--- config.mk ---
export PLATFORM = sky130hd
export DESIGN_NAME = packet_descriptor_deque
export DESIGN_NICKNAME = d
export VERILOG_FILES = /design/src/hdl/pdd_pkg.sv /design/src/hdl/pdd_front.sv /design/src/hdl/pdd_cmd_fifo.sv /design/src/hdl/pdd_back.sv /design/src/hdl/packet_descriptor_deque.sv
export SDC_FILE = /design/constraint.sdc
export NUM_CORES = 1
export LEC_CHECK = 0
export BUFFER_PORTS_ARGS = -buffer_cell sky130_fd_sc_hd__buf_2
export CORE_UTILIZATION = 40
export CTS_CLUSTER_DIAMETER = 150
export CTS_CLUSTER_SIZE = 25
export DETAILED_ROUTE_END_ITERATION = 10
export HOLD_SLACK_MARGIN = 0.02
export PLACE_DENSITY_LB_ADDON = 0.3
export SETUP_SLACK_MARGIN = 0.05
export SLEW_MARGIN = 20
export SYNTH_ARGS = -nofsm -noshare
export SYNTH_HDL_FRONTEND = slang
export SYNTH_SLANG_ARGS = --single-unit
export TNS_END_PERCENT = 100
--- constraint.sdc ---
create_clock -name clk -period 7.8 [get_ports clk]
set_input_delay 0.78 -clock clk [delete_from_list [all_inputs] [get_ports clk]]
set_output_delay 0.78 -clock clk [all_outputs]
set_load 0.01 [all_outputs]
--- src/hdl/pdd_pkg.sv ---
`timescale 1ns / 1ps
package pdd_pkg;

	// Default ring size
	localparam int PDD_DEPTH = 64;

	// Entries in the queue between front and back
	localparam int PDD_QDEPTH = 4;

	// Field widths fixed by the stream format
	localparam int LEN_W   = 16;
	localparam int IDX_W   = 6;
	localparam int TIME_W  = 32;
	localparam int OP_W    = 2;
	localparam int STAT_W  = 2;

	// Operation codes
	localparam logic [OP_W-1:0] OP_PUSH_BACK  = 2'd0;
	localparam logic [OP_W-1:0] OP_PUSH_FRONT = 2'd1;
	localparam logic [OP_W-1:0] OP_POP_FRONT  = 2'd2;
	localparam logic [OP_W-1:0] OP_PEEK       = 2'd3;

	// Status codes
	localparam logic [STAT_W-1:0] ST_OK    = 2'd0;
	localparam logic [STAT_W-1:0] ST_FULL  = 2'd1;
	localparam logic [STAT_W-1:0] ST_EMPTY = 2'd2;

	// Slot access kinds handed to the back part
	localparam logic [1:0] CMD_NONE  = 2'd0;
	localparam logic [1:0] CMD_WRITE = 2'd1;
	localparam logic [1:0] CMD_READ  = 2'd2;

	// Classified operation, everything but the slot address
	typedef struct packed {
		logic [1:0]        kind;
		logic [STAT_W-1:0] status;
		logic [IDX_W-1:0]  slot;
		logic [LEN_W-1:0]  len;
		logic              flag;
		logic [IDX_W-1:0]  held;
		logic [TIME_W-1:0] first_ms;
	} pdd_cmd_t;

endpackage

--- src/hdl/pdd_front.sv ---
`timescale 1ns / 1ps
module pdd_front import pdd_pkg::*; #(
	parameter int DEPTH = PDD_DEPTH
) (
	input  logic                    clk,
	input  logic                    arst_n,
	input  logic                    in_valid,
	output logic                    in_ready,
	input  logic [OP_W-1:0]         operation,
	input  logic [LEN_W-1:0]        pkt_len,
	input  logic                    radio_header,
	input  logic [IDX_W-1:0]        peek_index,
	input  logic [TIME_W-1:0]       now_ms,
	output logic                    cmd_valid,
	input  logic                    cmd_ready,
	output pdd_cmd_t                cmd,
	output logic [$clog2(DEPTH)-1:0] cmd_addr
);

	localparam int PW = $clog2(DEPTH);
	localparam logic [PW-1:0] LAST = PW'(DEPTH - 1);

	logic [PW-1:0]     head_q, tail_q, count_q;
	logic [TIME_W-1:0] first_q;
	logic [PW-1:0]     head_d, tail_d, count_d;
	logic [TIME_W-1:0] first_d;
	logic              full, empty, accept;
	logic [PW-1:0]     idx_mod;
	logic [PW:0]       peek_sum;
	logic [PW-1:0]     peek_slot;
	logic [PW-1:0]     idx_mod_tbl [64];

	// Offset reduced modulo the ring size, constant table
	for (genvar i = 0; i < 64; i++) begin : g_idx_mod
		assign idx_mod_tbl[i] = PW'(i % DEPTH);
	end

	assign idx_mod   = idx_mod_tbl[peek_index];
	assign peek_sum  = {1'b0, head_q} + {1'b0, idx_mod};
	assign peek_slot = (peek_sum >= (PW + 1)'(DEPTH)) ?
		PW'(peek_sum - (PW + 1)'(DEPTH)) : peek_sum[PW-1:0];

	assign full      = (count_q == LAST);
	assign empty     = (count_q == '0);
	assign in_ready  = cmd_ready;
	assign cmd_valid = in_valid;
	assign accept    = in_valid && cmd_ready;

	// Classify the beat and work out the next pointers
	always_comb begin
		head_d       = head_q;
		tail_d       = tail_q;
		count_d      = count_q;
		first_d      = first_q;
		cmd_addr     = '0;
		cmd.kind     = CMD_NONE;
		cmd.status   = ST_OK;
		cmd.len      = '0;
		cmd.flag     = 1'b0;
		unique case (operation)
			OP_PUSH_BACK: begin
				if (full) begin
					cmd.status = ST_FULL;
				end else begin
					cmd.kind = CMD_WRITE;
					cmd.len  = pkt_len;
					cmd.flag = radio_header;
					cmd_addr = tail_q;
					tail_d   = (tail_q == LAST) ? '0 : tail_q + PW'(1);
					count_d  = count_q + PW'(1);
					if (empty) first_d = now_ms;
				end
			end
			OP_PUSH_FRONT: begin
				if (full) begin
					cmd.status = ST_FULL;
				end else begin
					cmd.kind = CMD_WRITE;
					cmd.len  = pkt_len;
					count_d  = count_q + PW'(1);
					if (empty) begin
						head_d  = '0;
						tail_d  = PW'(1);
						first_d = now_ms;
					end else begin
						head_d = (head_q == '0) ? LAST : head_q - PW'(1);
					end
					cmd_addr = head_d;
				end
			end
			OP_POP_FRONT: begin
				if (empty) begin
					cmd.status = ST_EMPTY;
				end else begin
					cmd.kind = CMD_READ;
					cmd_addr = head_q;
					head_d   = (head_q == LAST) ? '0 : head_q + PW'(1);
					count_d  = count_q - PW'(1);
					if (count_q == PW'(1)) first_d = '1;
				end
			end
			OP_PEEK: begin
				if (empty) begin
					cmd.status = ST_EMPTY;
				end else begin
					cmd.kind = CMD_READ;
					cmd_addr = peek_slot;
				end
			end
			default: ;
		endcase
		cmd.slot     = (cmd.kind == CMD_NONE) ? '0 : IDX_W'(cmd_addr);
		cmd.held     = IDX_W'(count_d);
		cmd.first_ms = first_d;
	end

	// Advance the ring state on each accepted beat
	always_ff @(posedge clk or negedge arst_n) begin
		if (!arst_n) begin
			head_q  <= '0;
			tail_q  <= '0;
			count_q <= '0;
			first_q <= '1;
		end else if (accept) begin
			head_q  <= head_d;
			tail_q  <= tail_d;
			count_q <= count_d;
			first_q <= first_d;
		end
	end

endmodule

--- src/hdl/pdd_cmd_fifo.sv ---
`timescale 1ns / 1ps
module pdd_cmd_fifo import pdd_pkg::*; #(
	parameter int WIDTH  = 8,
	parameter int QDEPTH = PDD_QDEPTH
) (
	input  logic             clk,
	input  logic             arst_n,
	input  logic             wr_valid,
	output logic             wr_ready,
	input  logic [WIDTH-1:0] wr_data,
	output logic             rd_valid,
	input  logic             rd_ready,
	output logic [WIDTH-1:0] rd_data
);

	localparam int AW = (QDEPTH > 1) ? $clog2(QDEPTH) : 1;
	localparam int CW = $clog2(QDEPTH + 1);

	logic [WIDTH-1:0] entry_q [QDEPTH];
	logic [AW-1:0]    wr_ptr_q, rd_ptr_q;
	logic [CW-1:0]    fill_q;
	logic             do_wr, do_rd;

	assign wr_ready = (fill_q != CW'(QDEPTH));
	assign rd_valid = (fill_q != '0);
	assign rd_data  = entry_q[rd_ptr_q];
	assign do_wr    = wr_valid && wr_ready;
	assign do_rd    = rd_valid && rd_ready;

	// Store incoming commands
	always_ff @(posedge clk) begin
		if (do_wr) entry_q[wr_ptr_q] <= wr_data;
	end

	// Track pointers and fill level
	always_ff @(posedge clk or negedge arst_n) begin
		if (!arst_n) begin
			wr_ptr_q <= '0;
			rd_ptr_q <= '0;
			fill_q   <= '0;
		end else begin
			if (do_wr) wr_ptr_q <= (wr_ptr_q == AW'(QDEPTH - 1)) ? '0 : wr_ptr_q + AW'(1);
			if (do_rd) rd_ptr_q <= (rd_ptr_q == AW'(QDEPTH - 1)) ? '0 : rd_ptr_q + AW'(1);
			if (do_wr && !do_rd)      fill_q <= fill_q + CW'(1);
			else if (do_rd && !do_wr) fill_q <= fill_q - CW'(1);
		end
	end

endmodule

--- src/hdl/pdd_back.sv ---
`timescale 1ns / 1ps
module pdd_back import pdd_pkg::*; #(
	parameter int DEPTH = PDD_DEPTH
) (
	input  logic                     clk,
	input  logic                     arst_n,
	input  logic                     cmd_valid,
	output logic                     cmd_ready,
	input  pdd_cmd_t                 cmd,
	input  logic [$clog2(DEPTH)-1:0] cmd_addr,
	output logic                     out_valid,
	input  logic                     out_ready,
	output pdd_cmd_t                 out_res
);

	logic [LEN_W-1:0] len_mem [DEPTH];
	logic             flag_mem [DEPTH];

	logic             v_s1;
	pdd_cmd_t         cmd_s1;
	logic [LEN_W-1:0] rd_len_s1;
	logic             rd_flag_s1;
	logic             out_valid_q;
	pdd_cmd_t         res_q;
	pdd_cmd_t         res_d;
	logic             take, adv;

	assign adv       = v_s1 && (!out_valid_q || out_ready);
	assign take      = cmd_valid && (!v_s1 || adv);
	assign cmd_ready = !v_s1 || adv;
	assign out_valid = out_valid_q;
	assign out_res   = res_q;

	// Slot store: write on push, registered read for pop and peek
	always_ff @(posedge clk) begin
		if (take) begin
			if (cmd.kind == CMD_WRITE) begin
				len_mem[cmd_addr]  <= cmd.len;
				flag_mem[cmd_addr] <= cmd.flag;
			end
			rd_len_s1  <= len_mem[cmd_addr];
			rd_flag_s1 <= flag_mem[cmd_addr];
		end
	end

	// Hold the command beside its read data
	always_ff @(posedge clk) begin
		if (take) cmd_s1 <= cmd;
	end

	// Merge read data into the result
	always_comb begin
		res_d = cmd_s1;
		if (cmd_s1.kind == CMD_READ) begin
			res_d.len  = rd_len_s1;
			res_d.flag = rd_flag_s1;
		end
	end

	// Load the output register
	always_ff @(posedge clk) begin
		if (adv) res_q <= res_d;
	end

	// Valid flags for the access stage and the output register
	always_ff @(posedge clk or negedge arst_n) begin
		if (!arst_n) begin
			v_s1        <= 1'b0;
			out_valid_q <= 1'b0;
		end else begin
			if (take)     v_s1 <= 1'b1;
			else if (adv) v_s1 <= 1'b0;
			if (adv)            out_valid_q <= 1'b1;
			else if (out_ready) out_valid_q <= 1'b0;
		end
	end

endmodule

--- src/hdl/packet_descriptor_deque.sv ---
`timescale 1ns / 1ps
// Channel   Direction  Handshake             tuser             tdata
// s_axis    in         s_tvalid / s_tready   operation         length, flag, offset, time
// m_axis    out        m_tvalid / m_tready   status            slot, length, flag, held, time
//
// One beat per cycle sustained while m_tready stays high; a result shows on m_tvalid
// once its beat has passed the command queue, the slot store read and the output register.
// Reset clears head, tail and the count and sets the first-packet time to all
// ones; slot contents are not cleared.
// A four-entry command queue lets the input keep taking beats for a while
// when m_tready is low; s_tready drops once that queue fills.
module packet_descriptor_deque import pdd_pkg::*; #(
	parameter int DEPTH = PDD_DEPTH
) (
	input  logic        clk,
	input  logic        arst_n,
	input  logic        s_tvalid,
	output logic        s_tready,
	input  logic [1:0]  s_tuser,  // [1:0] operation
	input  logic [55:0] s_tdata,  // [15:0] pkt_len, [16] radio_header,
	                              // [22:17] peek_index, [54:23] now_ms
	output logic        m_tvalid,
	input  logic        m_tready,
	output logic [1:0]  m_tuser,  // [1:0] status
	output logic [63:0] m_tdata   // [5:0] slot, [21:6] pkt_len_res,
	                              // [22] radio_header_res, [28:23] packets_held,
	                              // [60:29] first_packet_ms
);

	localparam int PW = $clog2(DEPTH);
	localparam int QW = $bits(pdd_cmd_t) + PW;

	logic          f_valid, f_ready, b_valid, b_ready, r_valid;
	pdd_cmd_t      f_cmd, b_cmd, r_res;
	logic [PW-1:0] f_addr, b_addr;
	logic [QW-1:0] b_word;

	pdd_front #(.DEPTH(DEPTH)) u_front (
		.clk           (clk),
		.arst_n        (arst_n),
		.in_valid      (s_tvalid),
		.in_ready      (s_tready),
		.operation     (s_tuser),
		.pkt_len       (s_tdata[15:0]),
		.radio_header  (s_tdata[16]),
		.peek_index    (s_tdata[22:17]),
		.now_ms        (s_tdata[54:23]),
		.cmd_valid     (f_valid),
		.cmd_ready     (f_ready),
		.cmd           (f_cmd),
		.cmd_addr      (f_addr)
	);

	pdd_cmd_fifo #(.WIDTH(QW), .QDEPTH(PDD_QDEPTH)) u_queue (
		.clk      (clk),
		.arst_n   (arst_n),
		.wr_valid (f_valid),
		.wr_ready (f_ready),
		.wr_data  ({f_cmd, f_addr}),
		.rd_valid (b_valid),
		.rd_ready (b_ready),
		.rd_data  (b_word)
	);

	assign b_cmd  = b_word[QW-1:PW];
	assign b_addr = b_word[PW-1:0];

	pdd_back #(.DEPTH(DEPTH)) u_back (
		.clk       (clk),
		.arst_n    (arst_n),
		.cmd_valid (b_valid),
		.cmd_ready (b_ready),
		.cmd       (b_cmd),
		.cmd_addr  (b_addr),
		.out_valid (r_valid),
		.out_ready (m_tready),
		.out_res   (r_res)
	);

	// Pack the result beat
	assign m_tvalid = r_valid;
	assign m_tuser  = r_res.status;
	assign m_tdata  = {3'b000, r_res.first_ms, r_res.held, r_res.flag, r_res.len, r_res.slot};

endmodule

==> results of run 1 <==
-- cell type report --
cell class | count | area [sq um]
fill | 13500 | 86700
sequential | 1576 | 47100
multi-input combinational | 1816 | 14100
tap | 2044 | 2560
clock buffer | 104 | 2030
timing repair buffer | 247 | 1620
inverter | 15 | 56.3
clock inverter | 3 | 47.5
antenna | 3 | 7.51
-- kinds of logic after synthesis --
kind of cell,after synthesis
AOI/OAI and AO/OA,273
xor gates and xnor gates,13
adders and majority gates,21
buffers and inverters,206
DFF,1576
muxes,703
other,1
and+or+nand+nor,803
-- registers in the layout, summed over array words and instances, names as in the netlist, 6 cells and up --
register / flops
u_back.len_mem: 1024
u_back.out_res: 63
u_front.head_q: 6
u_back.flag_mem: 64
u_back.cmd_s1: 65
u_queue.entry_q: 284
u_front.first_q: 32
u_front.count_q: 6
u_back.rd_len_s1: 16
u_front.tail_q: 6
-- path summary, 6_finish.rpt --
kind	endpoint	cells after the start	slack (ns)	startpoint
worst min register to register	u_back.out_res[29]	0	0.43	u_back.cmd_s1[29]
min in group clk	u_back.out_valid	3	0.38	m_tready
worst min-delay path	u_back.out_valid	2	0.29	arst_n
worst max-delay path	u_back.rd_len_s1[4]	8	2.68	u_queue.rd_ptr_q[0]
max in group asynchronous	u_queue.rd_ptr_q[1]	2	6.88	arst_n
worst max register to register	u_back.rd_len_s1[4]	8	2.68	u_queue.rd_ptr_q[0]
-- through the flow --
step | cell area [sq um] | power, uW
floorplan | 62200 | 18900
global placement | 65400 | 22200
detailed placement | 65400 | 22400
CTS | 67500 | 26600
global route | 67500 | 27600
finish | 67500 | 26400
-- layout by cell type, fill, tap and decap left out, types with 6 or more instances in the layout --
cell type,netlist,layout
dfstp_2,32,32
nand3_1,113,113
xnor2_1,8,8
nand2_1,412,412
nor2_2,0,14
buf_4,6,116
a21oi_1,18,17
clkbuf_16,0,77
clkbuf_1,94,27
dfrtp_1,27,25
a32oi_1,17,17
a32o_1,33,33
nor3_1,26,26
a22o_1,19,19
and3_1,10,6
a211oi_1,35,35
nand4_1,34,34
or4_1,18,18
a31oi_1,38,37
nor2_1,111,96
o21ai_0,31,30
and2_0,14,14
a22oi_1,57,57
buf_2,29,125
mux4_2,69,68
inv_1,13,13
mux2_2,59,57
ha_1,19,19
edfxtp_1,1517,1517
mux2i_1,574,573
buf_12,0,6
and2_1,38,37
-- power groups by stage --
stage | Sequential, uW | Combinational [uW] | Clock (uW)
floorplan | 12400 | 6520 | 0
global placement | 12500 | 9670 | 0
detailed placement | 12500 | 9800 | 0
CTS | 12400 | 9820 | 4450
global route | 12500 | 10400 | 4690
finish | 12400 | 9730 | 4340
-- layer usage --
metal | routed length (microns) | vias up | GRT usage
li1 | - | 14200 | -
met4 | 2890 | 6 | 0.0468
met3 | 8950 | 153 | 0.0273
met5 | 37 | - | 0
met1 | 61600 | 16300 | 0.248
met2 | 69600 | 936 | 0.297
==> summary.txt, run 1 <==
DRT
------------------------------------------------------------------------------------------------------
ANT nets after route                                                                                 0
First drt pass iteration count                                                                       7
Routed len/inst                                                                           24.6 microns
Post-detailed-routing wire length                                                               143 mm
Routed via count divided by cell count                                                            5.43
DRC Markers                                                                                          0
Initial drt markers                                                                              3,149
Via total after detailed routing                                                                31,500

TIMING
------------------------------------------------------------------------------------------------------
Actual slew at the worst max-slew pin                                                          1.07 ns
Worst hold slack after final layout                                                           0.294 ns
Final Hold Fails                                                                                     0
Total of endpoints with negative setup slack in the final report                                     0
Max_slew headroom                                                                                0.286
Maximum operating frequency                                                                    195 MHz
Min Tclk post-route                                                                            5.12 ns
Share of the clock period used by the worst path                                                 0.656
Setup ws final                                                                                 2.68 ns
Summed negative setup slack over all endpoints                                                    0 ns
Count of final max-slew check failures                                                               0
Final worst clock skew                                                                       0.0331 ns
Unrepaired setup endpoints after global routing                                                     no

CLOCK NETWORK
------------------------------------------------------------------------------------------------------
Root Driver                                                                                  clkbuf_16
Post CTS Setup Buffer Count                                                                          0
CTS Buf Count                                                                                       73
Cts hold-fix bufs                                                                                    0
Number of buffers between clock root and the deepest sink                                            3
CTS resizes                                                                                          0
Clock transition at the register clock pins on the worst setup and hold paths after CTS        0.10 ns
Clock tree from TritonCTS                                                                          yes
Worst-Skew Late Latency                                                                        0.70 ns
Maximum level of the CTS H-tree                                                                      3
Num Clock Sinks                                                                                  1,576

YOSYS
------------------------------------------------------------------------------------------------------
Number of library cell types mapped by synthesis                                                    57
Combinational family with the most area after synthesis                                   multiplexers
Count of flip-flops with a built-in enable after synthesis                                       1,517
Commonest cells in the synthesized netlist                                                edfxtp_1 (1,517), mux2i_1 (574), nand2_1 (412)
Cell type with the highest aggregate area in the netlist                                      edfxtp_1
Ranking of synthesized cells by area                                                      edfxtp_1 (73%), mux2i_1 (9.2%), mux4_2 (2.5%), nand2_1 (2.5%), dfstp_2 (1.4%)
Share of flip-flops with an asynchronous set or reset after synthesis                           0.0374
Mux contribution to synthesized area                                                             0.128
Share of synthesized cell area in and, or, nand and nor gates                                   0.0576
Number of instances in the synthesized netlist                                                   3,596
Part of the Yosys area used for sequential elements                                              0.756
Xor/xnor cell area share of the yosys netlist                                                  0.00183
Most used flip-flop cell after synthesis                                                      edfxtp_1
Post-Syn Area                                                                             0.0622 sq mm
Synth Area in Compound Gates                                                                    0.0324
Avg Inst Size Synth                                                                         17.3 sq um
Share of Yosys cell area claimed by the top area cell type                                       0.732
YS warnings                                                                                          0
Area share of fa/ha/maj cells after synthesis                                                  0.00446
Most common cell in the synthesized netlist                                                   edfxtp_1
FF+latch count, synth                                                                            1,576

CRITICAL PATH
------------------------------------------------------------------------------------------------------
Kind of start point of the critical path                                                          flop
Family of cells with the greatest summed delay on the critical path                       multiplexers
Data required, critical path                                                                   8.23 ns
Cells along the critical path                                                             mux4_4 > buf_12 > buf_4 > mux2i_1 > nand2_1 > a32oi_1 > nand4_1 > or4_1
Critical Path AT                                                                               5.55 ns
Type of the worst setup path                                                                   reg2reg
Delay of the slowest critical-path stage                                                       1.08 ns
Number of buffer and inverter instances along the worst setup path                                   2
Kind of end point of the critical path                                                            flop
Crit-path max FO                                                                                    68
Max stage delay cell, worst path                                                                mux4_4

LAYOUT
------------------------------------------------------------------------------------------------------
Layout area overhead                                                                             8.45%
Total number of nets in the final design                                                         3,812
Final core utilization                                                                           0.438
Share of cells above drive strength 1                                                            0.138
Post-route non-filler standard cell count                                                        5,808

DIE
------------------------------------------------------------------------------------------------------
Width of the chip                                                                          396 microns
Cell row count                                                                                     144
Height of the die                                                                          396 microns
Core Box Area                                                                              0.154 sq mm
Number of I/O pins                                                                                 130
Die footprint                                                                              0.157 sq mm
Initial core utilization                                                                         0.404

PLACED DESIGN
------------------------------------------------------------------------------------------------------
Count of placed standard cells including taps                                                    5,698
Detailed placement HPWL                                                                        82.5 mm
GPL Wtd Cong                                                                                     0.863
PortBufs                                                                                           125
Placement Setup Slack                                                                          2.58 ns

POWER AND IR DROP
------------------------------------------------------------------------------------------------------
Net Sw Frac                                                                                      0.359
Total power divided by cell area                                                           391 mW/mm^2
Worst IR Drop VDD                                                                           0.000403 V
Part of the total power dissipated in the clock network                                          0.164
Internal Dissipation                                                                         16,900 uW
Total leakage power                                                                          0.0231 uW
NetSw                                                                                          9490 uW
Share of power burned in registers                                                               0.468
Portion of total power attributed to combinational logic                                         0.368

WORST HOLD PATH
------------------------------------------------------------------------------------------------------
Path type of the worst min-delay path                                                         in2async

GLOBAL ROUTING
------------------------------------------------------------------------------------------------------
Initial antenna violation count                                                                      7
Gr usage total                                                                                   0.180
Maximum number of pins on one net before global-route repair                                       157
Number of global-route vias before repair                                                       30,600
First-pass GRT wire length                                                                      209 mm
Overflow after GRT                                                                                   0

OUTCOME
------------------------------------------------------------------------------------------------------
Result of the run                                                                         complete, no violations

FLOW RUN
------------------------------------------------------------------------------------------------------
Number of max-cap violations                                                                         0

(Power assumes the default switching activity.)
==> inputs of run 2 (changes only) <==
- clock period: 7.8 -> 4.2 ns (I/O delays scaled with it)
==> summary.txt, run 2 (synthesized netlist as in run 1, its figures left out) <==
TIMING
------------------------------------------------------------------------------------------------------
Maximum operating frequency                                                                    257 MHz   was 195 MHz
Unrepaired setup endpoints after global routing                                                     no   unchanged
Final worst clock skew                                                                       0.0415 ns   was 0.0331 ns
Max_slew headroom                                                                                0.264   was 0.286
Actual slew at the worst max-slew pin                                                          1.10 ns   was 1.07 ns
Summed negative setup slack over all endpoints                                                    0 ns   unchanged
Count of final max-slew check failures                                                               0   unchanged
Min Tclk post-route                                                                            3.89 ns   was 5.12 ns
Share of the clock period used by the worst path                                                 0.927   was 0.656
Total of endpoints with negative setup slack in the final report                                     0   unchanged
Worst hold slack after final layout                                                          0.0874 ns   was 0.294 ns
Final Hold Fails                                                                                     0   unchanged

DIE
------------------------------------------------------------------------------------------------------
Width of the chip                                                                          396 microns   unchanged
Height of the die                                                                          396 microns   unchanged
Number of I/O pins                                                                                 130   unchanged
Core Box Area                                                                              0.154 sq mm   unchanged
Initial core utilization                                                                         0.404   unchanged
Die footprint                                                                              0.157 sq mm   unchanged
Cell row count                                                                                     144   unchanged

LAYOUT
------------------------------------------------------------------------------------------------------
Layout area overhead                                                                             9.49%   was 8.45%
Post-route non-filler standard cell count                                                        5,886   was 5,808
Commonest non-fill, non-tap cell in the layout                                                edfxtp_1   unchanged
Biggest regs                                                                              u_back.len_mem (1024), u_queue.entry_q (284), u_back.cmd_s1 (65)   unchanged
Leading cell types in the layout, fill and taps excluded                                  edfxtp_1 (1,517), mux2i_1 (573), nand2_1 (412)   unchanged
Area of all placed cells without fillers                                                  0.0681 sq mm   was 0.0675 sq mm
Number of flip-flops in the largest register                                                     1,024   unchanged
Total number of nets in the final design                                                         3,890   was 3,812
Register with the highest flop count                                                      u_back.len_mem   unchanged
Share of cells above drive strength 1                                                            0.152   was 0.138

DRT
------------------------------------------------------------------------------------------------------
Routed len/inst                                                                           24.3 microns   was 24.6 microns
Post-detailed-routing wire length                                                               143 mm   about the same
First drt pass iteration count                                                                       6   was 7
Initial drt markers                                                                              3,268   was 3,149
DRC Markers                                                                                          0   unchanged
Via total after detailed routing                                                                31,800   was 31,500
Routed via count divided by cell count                                                            5.40   was 5.43
ANT nets after route                                                                                 0   unchanged

FLOW RUN
------------------------------------------------------------------------------------------------------
Number of max-cap violations                                                                         0   unchanged

WORST HOLD PATH
------------------------------------------------------------------------------------------------------
Path type of the worst min-delay path                                                           in2reg   was in2async

POWER AND IR DROP
------------------------------------------------------------------------------------------------------
Worst IR Drop VDD                                                                           0.000559 V   was 0.000403 V
Total leakage power                                                                          0.0235 uW   was 0.0231 uW
Total power divided by cell area                                                           730 mW/mm^2   was 391 mW/mm^2

CRITICAL PATH
------------------------------------------------------------------------------------------------------
Delay of the slowest critical-path stage                                                       0.65 ns   was 1.08 ns
Cells along the critical path                                                             mux4_4 > buf_4 > buf_4 > mux2i_1 > nand2_1 > nand3_1 > nand4_1 > or4_1   was mux4_4 > buf_12 > buf_4 > mux2i_1 > nand2_1 > a32oi_1 > nand4_1 > or4_1
Type of the worst setup path                                                                   reg2reg   unchanged
Critical Path AT                                                                               4.32 ns   was 5.55 ns
Number of buffer and inverter instances along the worst setup path                                   2   unchanged
Kind of end point of the critical path                                                            flop   unchanged
Crit-path max FO                                                                                    30   was 68
Data required, critical path                                                                   4.62 ns   was 8.23 ns
Kind of start point of the critical path                                                          flop   unchanged
Most common cell type on the critical path                                                       buf_4
Max stage delay cell, worst path                                                                mux4_4   unchanged
Family of cells with the greatest summed delay on the critical path                       simple AND/OR/NAND/NOR gates   was multiplexers

CLOCK NETWORK
------------------------------------------------------------------------------------------------------
Num Clock Sinks                                                                                  1,576   unchanged
CTS Buf Count                                                                                       73   unchanged
Root Driver                                                                                  clkbuf_16   unchanged
Number of buffers between clock root and the deepest sink                                            3   unchanged
Clock tree from TritonCTS                                                                          yes   unchanged
Worst-Skew Late Latency                                                                        0.71 ns   was 0.70 ns
Clock transition at the register clock pins on the worst setup and hold paths after CTS        0.10 ns   about the same
Maximum level of the CTS H-tree                                                                      3   unchanged

OUTCOME
------------------------------------------------------------------------------------------------------
Result of the run                                                                         complete, no violations   unchanged

GLOBAL ROUTING
------------------------------------------------------------------------------------------------------
Overflow after GRT                                                                                   0   unchanged
Gr usage total                                                                                   0.180   about the same
Maximum number of pins on one net before global-route repair                                        74   was 157
First-pass GRT wire length                                                                      210 mm   was 209 mm
Number of global-route vias before repair                                                       31,100   was 30,600
Initial antenna violation count                                                                      5   was 7

PLACED DESIGN
------------------------------------------------------------------------------------------------------
Count of placed standard cells including taps                                                    5,774   was 5,698
GPL Wtd Cong                                                                                     0.894   was 0.863
Detailed placement HPWL                                                                        86.2 mm   was 82.5 mm
Cell area reported after detailed placement                                               0.0661 sq mm   was 0.0654 sq mm
PortBufs                                                                                           125   unchanged

[run 2: through the flow]
step                total power [uW]   util  setup WS (ns)
detailed placement             42200  0.428          0.323
global placement               41900  0.428          0.297
CTS                            50200  0.442          0.317
global route                   52000  0.442          0.190
floorplan                      35100      -          0.366
finish                         49700  0.442          0.308
[run 2: worst paths after layout]
| path | cells after the start | startpoint | end | slack [ns] |
|---|---|---|---|---|
| min in group asynchronous | 2 | arst_n | u_queue.rd_ptr_q[1] | 0.37 |
| min | 2 | s_tdata[13] | u_queue.entry_q[2][58] | 0.09 |
| max reg2reg | 8 | u_queue.rd_ptr_q[1] | u_back.rd_len_s1[6] | 0.31 |
| max | 8 | u_queue.rd_ptr_q[1] | u_back.rd_len_s1[6] | 0.31 |
| max in group asynchronous | 3 | arst_n | u_front.first_q[30] | 2.88 |
| min reg2reg | 0 | u_back.cmd_s1[30] | u_back.out_res[30] | 0.42 |
[run 2: metal layers]
layer	vias to the layer above	GRT usage	wire [microns]
met5	-	0	28
met4	4	0.0473	3130
met1	16400	0.248	61700
met3	153	0.0259	8290
li1	14300	-	-
met2	876	0.299	69800
[run 2: power breakdown]
part           total, uW  switching, uW  internal, uW
Sequential         22800            696         22100
Clock               8030           4650          3370
Combinational      18900          12300          6530
[run 2: area by class of cell]
cell class                 instances  area (sq um)
antenna                            3          7.51
multi-input combinational       1816         14100
sequential                      1576         47100
fill                           13600         86100
tap                             2044          2560
clock inverter                     3          55.1
clock buffer                     104          2010
inverter                          15          56.3
timing repair buffer             325          2320
[run 2: what timing repair did]
item / CTS / global route
resized for setup: 0 / 0
setup buffers: 0 / 0
endpoints found under the hold margin: 4 / 0
hold buffers: 2 / 0
